===== src/sv/escaped_frame_receiver_crc16_top_assert.svh =====
// Assertion macros for the escaped frame receiver.
// Depends on clk and arst_n being visible at the point of use.
`ifndef ESCAPED_FRAME_RECEIVER_CRC16_TOP_ASSERT_SVH
`define ESCAPED_FRAME_RECEIVER_CRC16_TOP_ASSERT_SVH
`ifndef SYNTHESIS
`define EFR_ASSERT_IMPL(label, pre, post) \
	label: assert property (@(posedge clk) disable iff (!arst_n) (pre) |-> (post)) \
		else $error("efr: implication check failed");
`define EFR_ASSERT_NEXT(label, pre, post) \
	label: assert property (@(posedge clk) disable iff (!arst_n) (pre) |=> (post)) \
		else $error("efr: next-cycle check failed");
`else
`define EFR_ASSERT_IMPL(label, pre, post)
`define EFR_ASSERT_NEXT(label, pre, post)
`endif
`endif


===== src/sv/efr_pkg.sv =====
// Shared types and constants for the escaped frame receiver.
// No dependencies.
package efr_pkg;
	localparam int MAX_FRAME_BYTES_DEF = 256;
	localparam int HEADER_BYTES        = 3;
	localparam int MIN_FRAME           = 4;
	localparam int IDX_W               = 9;

	localparam logic [7:0]  MARK_BYTE = 8'hFF;
	localparam logic [7:0]  ESC_BYTE  = 8'hFE;
	localparam logic [15:0] CRC_INIT  = 16'hFFFF;
	localparam logic [15:0] CRC_POLY  = 16'hA001;

	localparam logic REG_ID_LIMIT   = 1'b0;
	localparam logic REG_DISP_LIMIT = 1'b1;

	typedef enum logic [1:0] {
		EV_DATA = 2'd0,
		EV_GOOD = 2'd1,
		EV_BAD  = 2'd2
	} evt_t;

	typedef struct packed {
		evt_t             evt;
		logic [7:0]       data_byte;
		logic [IDX_W-1:0] byte_index;
		logic [7:0]       frame_id;
		logic [7:0]       frame_display;
		logic [7:0]       payload_length;
	} result_t;

	typedef struct packed {
		logic hunting;
		logic escape_pending;
	} status_t;
endpackage


===== src/sv/efr_crc16.sv =====
// One-byte CRC-16/MODBUS update (reflected, poly 0xA001).
// Depends on efr_pkg.
module efr_crc16 import efr_pkg::*; (
	input  logic [15:0] crc_in,
	input  logic [7:0]  data,
	output logic [15:0] crc_out
);
	always_comb begin
		logic [15:0] c;
		c = crc_in ^ {8'h00, data};
		for (int k = 0; k < 8; k++) begin
			if (c[0]) begin
				c = (c >> 1) ^ CRC_POLY;
			end else begin
				c = c >> 1;
			end
		end
		crc_out = c;
	end
endmodule


===== src/sv/efr_core.sv =====
// Deframing state, unescape, header capture and verdict for one byte per step.
// Depends on efr_pkg and efr_crc16.
module efr_core import efr_pkg::*; #(
	parameter int MAX_FRAME_BYTES = MAX_FRAME_BYTES_DEF
) (
	input  logic       clk,
	input  logic       arst_n,
	input  logic       step,
	input  logic [7:0] rx_byte,
	input  logic [7:0] id_limit,
	input  logic [7:0] display_limit,
	output logic       res_valid,
	output result_t    res,
	output status_t    status
);
	localparam int CNT_W = $clog2(MAX_FRAME_BYTES + 1);
	localparam int CMP_W = (CNT_W > IDX_W) ? CNT_W : IDX_W;

	logic             hunting_q, esc_q;
	logic [CNT_W-1:0] cnt_q;
	logic [15:0]      crc_q;
	logic [7:0]       hdr_id_q, hdr_disp_q, hdr_len_q;

	logic             hunting_d, esc_d;
	logic [CNT_W-1:0] cnt_d;
	logic [15:0]      crc_d, crc_fold;
	logic [7:0]       hdr_id_d, hdr_disp_d, hdr_len_d;
	logic [7:0]       plain;
	logic             good;

	assign plain = esc_q ? ~rx_byte : rx_byte;

	efr_crc16 u_crc (
		.crc_in (crc_q),
		.data   (plain),
		.crc_out(crc_fold)
	);

	assign good = (hdr_id_q < id_limit) && (hdr_disp_q < display_limit) && (crc_q == 16'h0000)
		&& (CMP_W'(cnt_q) == CMP_W'(hdr_len_q) + CMP_W'(HEADER_BYTES + 2));

	always_comb begin
		hunting_d  = hunting_q;
		esc_d      = esc_q;
		cnt_d      = cnt_q;
		crc_d      = crc_q;
		hdr_id_d   = hdr_id_q;
		hdr_disp_d = hdr_disp_q;
		hdr_len_d  = hdr_len_q;
		res_valid  = 1'b0;
		res        = '0;
		res.evt    = EV_DATA;
		if (hunting_q) begin
			if (rx_byte == MARK_BYTE) begin
				hunting_d = 1'b0;
				esc_d     = 1'b0;
				cnt_d     = '0;
				crc_d     = CRC_INIT;
			end
		end else if (rx_byte == MARK_BYTE) begin
			// end mark; a short frame just restarts without hunting
			esc_d = 1'b0;
			cnt_d = '0;
			crc_d = CRC_INIT;
			if (cnt_q >= CNT_W'(MIN_FRAME)) begin
				hunting_d          = 1'b1;
				res_valid          = 1'b1;
				res.evt            = good ? EV_GOOD : EV_BAD;
				res.frame_id       = hdr_id_q;
				res.frame_display  = hdr_disp_q;
				res.payload_length = hdr_len_q;
			end
		end else if (rx_byte == ESC_BYTE) begin
			esc_d = 1'b1;
		end else begin
			esc_d = 1'b0;
			if (cnt_q >= CNT_W'(MAX_FRAME_BYTES)) begin
				hunting_d = 1'b1;
			end else begin
				if (cnt_q == CNT_W'(0)) hdr_id_d = plain;
				if (cnt_q == CNT_W'(1)) hdr_disp_d = plain;
				if (cnt_q == CNT_W'(2)) hdr_len_d = plain;
				crc_d          = crc_fold;
				cnt_d          = cnt_q + CNT_W'(1);
				res_valid      = 1'b1;
				res.data_byte  = plain;
				res.byte_index = IDX_W'(cnt_q);
			end
		end
	end

	always_ff @(posedge clk or negedge arst_n) begin
		if (!arst_n) begin
			hunting_q  <= 1'b1;
			esc_q      <= 1'b0;
			cnt_q      <= '0;
			crc_q      <= CRC_INIT;
			hdr_id_q   <= '0;
			hdr_disp_q <= '0;
			hdr_len_q  <= '0;
		end else if (step) begin
			hunting_q  <= hunting_d;
			esc_q      <= esc_d;
			cnt_q      <= cnt_d;
			crc_q      <= crc_d;
			hdr_id_q   <= hdr_id_d;
			hdr_disp_q <= hdr_disp_d;
			hdr_len_q  <= hdr_len_d;
		end
	end

	assign status.hunting        = hunting_q;
	assign status.escape_pending = esc_q;
endmodule


===== src/sv/efr_out_reg.sv =====
// Result register on the master side; holds a beat until it is taken.
// Depends on efr_pkg.
module efr_out_reg import efr_pkg::*; (
	input  logic    clk,
	input  logic    arst_n,
	input  logic    load,
	input  result_t res,
	input  logic    m_tready,
	output logic    m_tvalid,
	output result_t res_q
);
	logic valid_q;

	always_ff @(posedge clk or negedge arst_n) begin
		if (!arst_n) begin
			valid_q <= 1'b0;
		end else if (load) begin
			valid_q <= 1'b1;
		end else if (m_tready) begin
			valid_q <= 1'b0;
		end
	end

	always_ff @(posedge clk) begin
		if (load) begin
			res_q <= res;
		end
	end

	assign m_tvalid = valid_q;
endmodule


===== src/sv/escaped_frame_receiver_crc16_top.sv =====
// Top level of the escaped frame receiver with CRC-16/MODBUS check.
// Depends on efr_pkg, efr_core, efr_out_reg and the assertion header.
//
// Slave stream: one raw serial byte per beat in s_tdata.
// Master stream: one result per beat; m_tuser is the event (data byte,
// frame good, frame bad), m_tdata carries the byte, its index and the
// header bytes of a finished frame.
// APB: register 0 id_limit at 0x0, register 1 display_limit at 0x4.
// Write limits only while the block is idle.
//
// Path: an accepted input beat passes the input register, then the result
// register, before its result is on m_tvalid. Throughput: one byte per
// cycle while the result register is free or m_tready is high, set by the
// single input stage feeding the deframer and CRC update, which are combinational.
// Bytes that cause no result (hunting, escape marks, short frames,
// overflow) still wait for the result register to be free.
// Reset: hunting for a start mark, CRC 0xFFFF, both limits 255.
// Stall: when m_tready is low the result register holds its beat and the
// input stage holds one more byte; s_tready drops once both are full.
module escaped_frame_receiver_crc16_top import efr_pkg::*; #(
	parameter int MAX_FRAME_BYTES = MAX_FRAME_BYTES_DEF
) (
	input  logic        clk,
	input  logic        arst_n,
	input  logic        s_tvalid,
	output logic        s_tready,
	input  logic [7:0]  s_tdata,   // [7:0] rx_byte
	output logic        m_tvalid,
	input  logic        m_tready,
	output logic [47:0] m_tdata,   // [7:0] data_byte, [16:8] byte_index, [24:17] frame_id,
	                               // [32:25] frame_display, [40:33] payload_length, rest zero
	output logic [1:0]  m_tuser,   // [1:0] event_res
	input  logic        psel,
	input  logic        penable,
	input  logic        pwrite,
	input  logic [2:0]  paddr,
	input  logic [31:0] pwdata,
	output logic [31:0] prdata,
	output logic        pready
);
	`include "escaped_frame_receiver_crc16_top_assert.svh"

	logic       s1_valid;
	logic [7:0] s1_byte;
	logic       advance;
	logic       res_valid;
	result_t    res, res_q;
	status_t    status;
	logic [7:0] id_limit_q, disp_limit_q;
	logic       cfg_wr;

	// configuration
	assign pready = 1'b1;
	assign cfg_wr = psel && penable && pwrite && pready;

	always_ff @(posedge clk or negedge arst_n) begin
		if (!arst_n) begin
			id_limit_q   <= 8'hFF;
			disp_limit_q <= 8'hFF;
		end else if (cfg_wr) begin
			unique case (paddr[2])
				REG_ID_LIMIT:   id_limit_q   <= pwdata[7:0];
				REG_DISP_LIMIT: disp_limit_q <= pwdata[7:0];
				default: ;
			endcase
		end
	end

	always_comb begin
		unique case (paddr[2])
			REG_ID_LIMIT:   prdata = {24'h0, id_limit_q};
			REG_DISP_LIMIT: prdata = {24'h0, disp_limit_q};
			default:        prdata = '0;
		endcase
	end

	// input stage
	assign advance  = s1_valid && (!m_tvalid || m_tready);
	assign s_tready = !s1_valid || advance;

	always_ff @(posedge clk or negedge arst_n) begin
		if (!arst_n) begin
			s1_valid <= 1'b0;
		end else if (s_tvalid && s_tready) begin
			s1_valid <= 1'b1;
		end else if (advance) begin
			s1_valid <= 1'b0;
		end
	end

	always_ff @(posedge clk) begin
		if (s_tvalid && s_tready) begin
			s1_byte <= s_tdata;
		end
	end

	efr_core #(
		.MAX_FRAME_BYTES(MAX_FRAME_BYTES)
	) u_core (
		.clk          (clk),
		.arst_n       (arst_n),
		.step         (advance),
		.rx_byte      (s1_byte),
		.id_limit     (id_limit_q),
		.display_limit(disp_limit_q),
		.res_valid    (res_valid),
		.res          (res),
		.status       (status)
	);

	efr_out_reg u_out (
		.clk     (clk),
		.arst_n  (arst_n),
		.load    (advance && res_valid),
		.res     (res),
		.m_tready(m_tready),
		.m_tvalid(m_tvalid),
		.res_q   (res_q)
	);

	assign m_tuser = res_q.evt;
	assign m_tdata = {7'h00, res_q.payload_length, res_q.frame_display, res_q.frame_id,
		res_q.byte_index, res_q.data_byte};

	// a verdict only comes from an end mark seen outside hunting
	`EFR_ASSERT_IMPL(a_verdict_on_mark, s1_valid && res_valid && (res.evt != EV_DATA), (s1_byte == MARK_BYTE) && !status.hunting)
	// stored bytes never index past the frame buffer size
	`EFR_ASSERT_IMPL(a_index_in_range, s1_valid && res_valid && (res.evt == EV_DATA), res.byte_index < IDX_W'(MAX_FRAME_BYTES) || MAX_FRAME_BYTES > 511)
	// a byte waiting in the input stage is not lost or changed
	`EFR_ASSERT_NEXT(a_s1_holds, s1_valid && !advance, s1_valid && $stable(s1_byte))
	// an accepted verdict sends the deframer back to hunting
	`EFR_ASSERT_NEXT(a_hunt_after_verdict, advance && res_valid && (res.evt != EV_DATA), status.hunting && !status.escape_pending)
endmodule


===== config.mk =====
export PLATFORM = sky130hd
export DESIGN_NAME = escaped_frame_receiver_crc16_top
export DESIGN_NICKNAME = d
export VERILOG_FILES = /design/src/sv/efr_pkg.sv /design/src/sv/efr_crc16.sv /design/src/sv/efr_core.sv /design/src/sv/efr_out_reg.sv /design/src/sv/escaped_frame_receiver_crc16_top.sv
export VERILOG_INCLUDE_DIRS = /design/src /design/src/sv
export SDC_FILE = /design/constraint.sdc
export NUM_CORES = 1
export LEC_CHECK = 0
export BUFFER_PORTS_ARGS = -buffer_cell sky130_fd_sc_hd__buf_2
export CAP_MARGIN = 20
export CORE_AREA = 2 2 141 143
export DETAILED_ROUTE_END_ITERATION = 8
export DIE_AREA = 0 0 143 145
export SLEW_MARGIN = 0
export SYNTH_ARGS = -nofsm -noshare
export SYNTH_HDL_FRONTEND = slang
export SYNTH_HIERARCHICAL = 1
export SYNTH_SLANG_ARGS = --single-unit

===== constraint.sdc =====
create_clock -name clk -period 6.15 [get_ports clk]
set_input_delay 0.9225 -clock clk [delete_from_list [all_inputs] [get_ports clk]]
set_output_delay 0.9225 -clock clk [all_outputs]
set_load 0.05 [all_outputs]

==> reports/results.txt, run 1 <==
outcome -> complete, no violations
RD Place Congestion -> 0.780
vias -> 4086
drt pass-1 iters -> 4
Setup WS post-layout -> 3120 ps
flop-to-flop setup slack -> 3120 ps
worst-margin pin slew -> 1020 ps
CP max stage delay -> 860 ps
Worst slew margin -> 0.318
crit path capture type -> register
core area -> 0.0192 sq mm
clk root buf -> clkbuf_16
Max Fanout on Critical Path -> 44
routed wire length -> 13500 um
Setup crit start kind -> register
CTS tree -> yes
total negative slack -> 0 ps
CP Class -> register to register
post-synthesis area per instance -> 11.0 sq um
crit path time final -> 3030 ps
fmax -> 0.330 GHz
Design Power -> 3280 uW
Worst-path clk slew -> 60 ps
synthesized cell area -> 0.00618 sq mm
Ys Warns -> 6
H-tree Lvls -> 4
port buffer count -> 76
clock tree buffer depth -> 2
post-detail-place hpwl -> 9370 um
number of max-slew violations in the final report -> 0
Critical Path RT -> 6180 ps
DRC errors left -> 0
Arr. time, crit path -> 3060 ps
MaxCap Viol Count -> 0
hold_buf cts -> 0
worst slack, placed -> 3060 ps
RSZ-0062 raised after global routing -> false
worst r2r path cells -> 5
Remaining Overflow, GRT -> 0
Worst Min Path Start -> u_core/crc_q[13]
Critical Path Start -> s1_byte[5]
clock skew -> 8.52 ps
Initial Util -> 0.322
Placed Cells incl. Taps -> 875
Die X-Extent -> 143 um
fin crit share -> 0.492
DP Area -> 0.00665 sq mm
share of cells above drive strength 1 -> 0.283
Design Area, Final -> 0.00723 sq mm
Post-Syn Instances -> 561
starting DRC count in detailed routing -> 252
first-pass GRT wire length -> 22000 um
Antenna Cells -> 0
Critical Path Sink -> u_out/res_q[15]
vias per cell -> 4.50
synthesis-to-layout area growth -> 17.0%
# nets final -> 698
IO Count -> 135
worst skew pair latency -> 410 ps
GRT Total Usage -> 0.138
CP Cell Sequence -> nand4_1 -> or2_0 -> nand2b_1 -> nand2_1 -> and3_2
final std cells w/o fill -> 907
Die Area -> 0.0207 sq mm
RR Endpoint -> u_out/res_q[15]
wire per inst -> 14.9 um
maximum vdd drop -> 0.290 mV
Static Leakage -> 0.00319 uW
pwr dens -> 454 mW/mm^2
reg2reg start -> s1_byte[5]
Hold Fails Final Rpt -> 0
Hold Path Class -> register to register
Setup Fix Bufs, Post-CTS -> 0
initial antenna violation count -> 0
Die Y -> 145 um
post-CTS sizing -> 0
post-route ant nets -> 0
slowest CP cell -> and3_2
largest net degree at the start of global routing -> 70
clock sink count -> 120
number of buffers created by CTS -> 17
Setup Viol. Count Final -> 0
Site Rows -> 51
number of global-route vias before repair -> 3987
[area by class of cell]
class | instances | area (sq um)
sequential | 120 | 3300
fill | 1908 | 12000
tap | 265 | 332
clock inverter | 14 | 149
timing repair buffer | 80 | 410
clock buffer | 18 | 429
multi-input combinational | 383 | 2510
inverter | 27 | 101
[critical path, delay by kind of cell (launching register included)]
kind | cells | cell delay (ps)
and+or+nand+nor | 5 | 2180
DFF | 1 | 410
[sequential cells by signal (all words and copies together) (netlist names)]
name	count
disp_limit_q	8
id_limit_q	8
s1_byte	8
s1_valid	1
u_core/cnt_q	9
u_core/crc_q	16
u_core/esc_q	1
u_core/hdr_disp_q	8
u_core/hdr_id_q	8
u_core/hdr_len_q	8
u_core/hunting_q	1
u_out/m_tvalid	1
u_out/res_q	43
[stage by stage]
stage / util / hold slack [ps]
floorplan: - / 442
global placement: 0.346 / 455
detailed placement: 0.346 / 460
CTS: 0.376 / 468
global route: 0.376 / 484
finish: 0.376 / 466
[power breakdown]
group | switching [uW] | internal (uW) | total (uW)
registers | 140 | 1030 | 1170
clock network | 379 | 599 | 978
logic | 642 | 493 | 1130
[cells in the final DEF (no fill, tap or decap), drive strengths merged, types with 6 or more instances in the layout]
cell type,count
nor3,7
edfxtp,51
nor4,6
mux2,24
nand2,68
xor2,13
and3,6
buf,80
inv,31
dfrtp,36
clkinv,6
nand3,8
ha,19
dfstp,33
nor2,20
clkbuf,18
nand4,8
a211oi,6
conb,33
and2,33
xnor2,30
o21ai,55
a21oi,9
[metal layers]
layer	global-route usage	part of all wire
met1	0.193	0.47
met2	0.208	0.46
met5	0	0
met3	0.0310	0.050
met4	0.0525	0.012
[worst min-delay path by stage]
stage | end | depth (start not counted)
CTS | u_core/crc_q[8] | 2
detailed placement | u_core/crc_q[8] | 2
global route | u_core/crc_q[10] | 2
floorplan | u_core/crc_q[12] | 2
global placement | u_core/crc_q[12] | 2
finish | u_core/crc_q[13] | 2
Note: power is estimated with default switching activity, not from simulation.
==> run 2: changes to the inputs <==
==> constraint.sdc (replaced) <==
create_clock -name clk -period 2.5 [get_ports clk]
set_input_delay 0.375 -clock clk [delete_from_list [all_inputs] [get_ports clk]]
set_output_delay 0.375 -clock clk [all_outputs]
set_load 0.05 [all_outputs]
==> reports/results.txt, run 2 (same netlist as run 1, synthesis figures left out) <==
RD Place Congestion -> 0.805 (+3.2%)
synthesis-to-layout area growth -> 21.2%
wire per inst -> 14.5 um (-2.8%)
clk root buf -> clkbuf_16
Die X-Extent -> 143 um (unchanged)
post-route ant nets -> 0 (unchanged)
Core Util, Final -> 0.390 (+0.0135)
IO Count -> 135 (unchanged)
number of global-route vias before repair -> 4134 (+3.7%)
top flop regs -> u_out/res_q x43, u_core/crc_q x16, u_core/cnt_q x9
first-pass GRT wire length -> 22000 um (about the same)
starting DRC count in detailed routing -> 250 (-0.79%)
worst slack, placed -> 195 ps (-2860 ps)
# nets final -> 725 (+3.9%)
clock sink count -> 120 (unchanged)
total negative slack -> 0 ps (unchanged)
Max Fanout on Critical Path -> 3 (-93%)
crit path capture type -> register
outcome -> complete, no violations
MaxCap Viol Count -> 0 (unchanged)
Hold Fails Final Rpt -> 0 (unchanged)
reg2reg start -> disp_limit_q[2]
DP Area -> 0.00687 sq mm (+3.3%)
worst path bufs/invs -> 1 (+1)
maximum vdd drop -> 0.599 mV (+110%)
worst skew pair latency -> 420 ps (about the same)
Most flops, register -> u_out/res_q
Design Area, Final -> 0.00749 sq mm (+3.6%)
Critical Path RT -> 2680 ps (-3500 ps)
Arr. time, crit path -> 2470 ps (-590 ps)
most frequent cells in the layout -> buf_2, nand2_1, edfxtp_1, dfrtp_1
vias -> 4139 (+1.3%)
Remaining Overflow, GRT -> 0 (unchanged)
CTS tree -> yes
Antenna Cells -> 0 (unchanged)
post-detail-place hpwl -> 9770 um (+4.2%)
worst r2r path cells -> 7 (+2)
H-tree Lvls -> 4 (unchanged)
commonest non-fill, non-tap cell in the layout -> buf_2
number of max-slew violations in the final report -> 0 (unchanged)
CP Cell Sequence -> inv_1 -> ha_1 -> a211oi_1 -> o21ai_0 -> a2111oi_1 -> o2111ai_1 -> o21a_1
Setup Viol. Count Final -> 0 (unchanged)
routed wire length -> 13500 um (about the same)
Worst-path clk slew -> 60 ps (about the same)
GRT Total Usage -> 0.139 (+0.00131)
RSZ-0062 raised after global routing -> false
Setup crit start kind -> register
Static Leakage -> 0.00334 uW (+4.6%)
fin crit share -> 0.915 (+0.423)
CP max stage delay -> 530 ps (-330 ps)
Hold Path Stages -> 1 (-1)
Die Y -> 145 um (unchanged)
clock tree buffer depth -> 2 (unchanged)
flop-to-flop setup slack -> 210 ps (-2910 ps)
crit path time final -> 2290 ps (-739 ps)
vias per cell -> 4.43 (-1.6%)
WHS Endpoint -> s1_byte[1]
fmax -> 0.437 GHz (+32%)
Setup WS post-layout -> 213 ps (-2910 ps)
port buffer count -> 76 (unchanged)
Hold Path Class -> primary input to register
Worst Min Path Start -> s_tdata[1]
Site Rows -> 51 (unchanged)
Die Area -> 0.0207 sq mm (unchanged)
core area -> 0.0192 sq mm (unchanged)
Initial Util -> 0.322 (unchanged)
DRC errors left -> 0 (unchanged)
RR Endpoint -> u_out/res_q[42]
slowest CP cell -> dfstp_2
largest net degree at the start of global routing -> 70 (unchanged)
drt pass-1 iters -> 4 (unchanged)
max FFs per register -> 43 (unchanged)
cell family with most CP delay -> compound AO/OA/AOI/OAI gates
worst-margin pin slew -> 916 ps (-107 ps)
pwr dens -> 1130 mW/mm^2 (+150%)
Setup Fix Bufs, Post-CTS -> 0 (unchanged)
number of buffers created by CTS -> 17 (unchanged)
CP Class -> register to register
clock skew -> 8.51 ps (-0.0133 ps)
initial antenna violation count -> 0 (unchanged)
share of cells above drive strength 1 -> 0.312 (+0.0289)
Worst slew margin -> 0.384 (+0.0662)
## run 2: cell count changes in the layout (fill, tap and decap cells not counted), moves of 2 or more
cell / delta
buf_12: +2
buf_4: +24
clkinv_2: -3
clkinv_4: -2
inv_6: +2
inv_8: +4
## run 2: cell type report
cell class,count,area (sq um)
clock buffer,17,425
clock inverter,15,180
fill,1879,11700
inverter,27,101
multi-input combinational,383,2510
sequential,120,3300
tap,265,332
timing repair buffer,107,641
## run 2: routing by layer
layer	GRT usage	wire, um
met3	0.0353	731
met1	0.193	6310
met2	0.211	6270
met4	0.0480	188
met5	0	0
## run 2: per-stage QoR
step	hold slack [ps]	power [uW]	cells
after floorplan	79.4	5190	591
after global placement	431	5990	901
after detailed placement	434	6020	901
after CTS	104	8570	934
after global routing	108	9010	934
final	125	8480	934
## run 2: worst max-delay path by stage
| stage | slack, ps | to | startpoint | cells past startpoint |
|---|---|---|---|---|
| finish | 210 | u_out/res_q[42] | disp_limit_q[2] | 7 |
| global route | 40 | u_out/res_q[42] | disp_limit_q[2] | 7 |
| CTS | 190 | u_out/res_q[42] | disp_limit_q[2] | 7 |
| detailed placement | 200 | u_out/res_q[42] | disp_limit_q[2] | 7 |
| global placement | 200 | u_out/res_q[42] | disp_limit_q[2] | 7 |
| floorplan | 130 | u_out/res_q[0] | s1_byte[7] | 7 |
## run 2: worst register-to-register path, stage by stage (launching register included)
cell and delay [ps]:
dfstp_2 530, inv_1 40, ha_1 300, a211oi_1 190, o21ai_0 140, a2111oi_1 410, o2111ai_1 230, o21a_1 210
## run 2: what timing repair did
item | in CTS | in global routing
hold buffers | 1 | 0
endpoints found under the hold margin | 36 | 0
setup endpoints to repair | 0 | 1
resized for setup | 0 | 1
## run 2: power by group
part | switching [uW] | leakage [uW] | internal (uW)
sequential | 337 | 0.00134 | 2520
clock | 994 | 0.000289 | 1510
combinational | 1620 | 0.00172 | 1490
==> run 3: changes to the inputs <==
--- a/config.mk
+++ b/config.mk
@@ -8,9 +8,10 @@
 export LEC_CHECK = 0
 export BUFFER_PORTS_ARGS = -buffer_cell sky130_fd_sc_hd__buf_2
 export CAP_MARGIN = 20
-export CORE_AREA = 2 2 141 143
+export CORE_AREA = 3 3 142 144
 export DETAILED_ROUTE_END_ITERATION = 8
-export DIE_AREA = 0 0 143 145
+export DIE_AREA = 0 0 145 147
+export REMOVE_ABC_BUFFERS = 1
 export SLEW_MARGIN = 0
 export SYNTH_ARGS = -nofsm -noshare
 export SYNTH_HDL_FRONTEND = slang
==> reports/results.txt, run 3 (same netlist as run 1, synthesis figures left out) <==
number of global-route vias before repair -> 4244 (+2.7%)
worst skew pair latency -> 410 ps (about the same)
port buffer count -> 76 (unchanged)
crit path time final -> 2370 ps (+83.0 ps)
CTS tree -> yes
worst-margin pin slew -> 722 ps (-194 ps)
first-pass GRT wire length -> 22700 um (+3.3%)
number of buffers created by CTS -> 17 (unchanged)
synthesis-to-layout area growth -> 21.2% (about the same)
Placed Cells incl. Taps -> 895 (-0.67%)
initial antenna violation count -> 0 (unchanged)
largest net degree at the start of global routing -> 56 (-20%)
core area -> 0.0188 sq mm (-2.0%)
Site Rows -> 50 (-2.0%)
fmax -> 0.422 GHz (-3.5%)
Die Y -> 147 um (+1.4%)
clock sink count -> 120 (unchanged)
total negative slack -> 0 ps (unchanged)
drt pass-1 iters -> 5 (+1)
CP Class -> register to register
Max Fanout on Critical Path -> 9 (+6)
Worst slew margin -> 0.514 (+0.129)
Die Area -> 0.0213 sq mm (+2.8%)
Hold Fails Final Rpt -> 0 (unchanged)
vias -> 4193 (+1.3%)
Antenna Cells -> 0 (unchanged)
pwr dens -> 1130 mW/mm^2 (-0.54%)
final std cells w/o fill -> 928 (-0.64%)
Design Area, Final -> 0.00749 sq mm (about the same)
clock skew -> 14.2 ps (+5.73 ps)
# nets final -> 724 (-0.14%)
MaxCap Viol Count -> 0 (unchanged)
top flop regs -> u_out/res_q x43, u_core/crc_q x16, u_core/cnt_q x9
most frequent cells in the layout -> buf_2, nand2_1, edfxtp_1, dfrtp_1
maximum vdd drop -> 0.772 mV (+29%)
outcome -> complete, no violations
Setup Fix Bufs, Post-CTS -> 0 (unchanged)
Design Power -> 8430 uW (-0.49%)
post-detail-place hpwl -> 9890 um (+1.3%)
wire per inst -> 14.9 um (+2.9%)
Die X-Extent -> 145 um (+1.4%)
DRC errors left -> 0 (unchanged)
Critical Path RT -> 2830 ps (+150 ps)
Setup crit start kind -> register
Arr. time, crit path -> 2700 ps (+230 ps)
IO Count -> 135 (unchanged)
Initial Util -> 0.328 (+0.00643)
fillers -> 1829 (-2.7%)
Static Leakage -> 0.00336 uW (+0.52%)
clk root buf -> clkbuf_16
Hold Path Class -> primary input to register
routed wire length -> 13800 um (+2.3%)
vias per cell -> 4.52 (+2.0%)
crit path capture type -> register
max FFs per register -> 43 (unchanged)
share of cells above drive strength 1 -> 0.316 (+0.00346)
number of max-slew violations in the final report -> 0 (unchanged)
Core Util, Final -> 0.398 (+0.00800)
commonest non-fill, non-tap cell in the layout -> buf_2
Worst-path clk slew -> 60 ps (about the same)
Setup Viol. Count Final -> 0 (unchanged)
post-route ant nets -> 0 (unchanged)
RSZ-0062 raised after global routing -> true
starting DRC count in detailed routing -> 278 (+11%)
fin crit share -> 0.948 (+0.0332)
Remaining Overflow, GRT -> 0 (unchanged)
GRT Total Usage -> 0.134 (-0.00527)
RD Place Congestion -> 0.833 (+3.5%)
clock tree buffer depth -> 2 (unchanged)
Most flops, register -> u_out/res_q
DP Area -> 0.00686 sq mm (-0.20%)
H-tree Lvls -> 4 (unchanged)
-- run 3: per-layer routing --
| metal | global-route usage | wire length (um) |
|---|---|---|
| met5 | 0 | 0 |
| met4 | 0.0456 | 140 |
| met3 | 0.0429 | 981 |
| met2 | 0.202 | 6260 |
| met1 | 0.183 | 6430 |
-- run 3: layout make-up --
cell class                 instances  area (sq um)  area share
timing repair buffer             106           633      0.0845
multi-input combinational        383          2530       0.338
inverter                          27           101      0.0135
tap                              260           325      0.0434
clock buffer                      20           467      0.0623
clock inverter                    12           136      0.0182
sequential                       120          3300       0.440
-- run 3: where the power goes --
group / internal (uW) / switching (uW) / leakage (uW)
logic: 1420 / 1650 / 0.00172
registers: 2520 / 343 / 0.00134
clock network: 1560 / 929 / 0.000299
total: 5510 / 2920 / 0.00336
-- run 3: final timing paths --
path                                  startpoint                to  slack, ps  depth (start not counted)
max in group asynchronous                 arst_n   disp_limit_q[2]       1390                          3
min in group asynchronous                 arst_n   u_core/cnt_q[6]        430                          2
worst max-delay path                u_core/esc_q   u_core/crc_q[0]        130                          8
worst min register to register  u_core/crc_q[11]  u_core/crc_q[11]        470                          2
worst max register to register      u_core/esc_q   u_core/crc_q[0]        130                          8
worst min-delay path                  s_tdata[0]        s1_byte[0]        140                          1
-- run 3: timing repair --
| item | CTS | global route |
|---|---|---|
| endpoints found under the setup margin | 0 | 2 |
| gates resized for setup | 0 | 3 |
| hold buffers | 1 | 0 |
| hold endpoints to repair | 13 | 0 |
-- run 3: critical path: stages (launching register included) --
cell	delay, ps
dfrtp_1	550
xnor2_1	380
inv_1	130
xnor2_2	220
xnor2_1	130
xnor2_2	270
xnor3_1	360
o21ai_0	160
nand2_1	80
-- run 3: through the flow --
step / hold WS [ps] / worst slack [ps]
2_1_floorplan: 79.4 / -301
3_3_place_gp: 330 / 200
3_5_place_dp: 330 / 130
4_1_cts: 115 / 101
5_1_grt: 116 / -32.2
6_report: 141 / 130
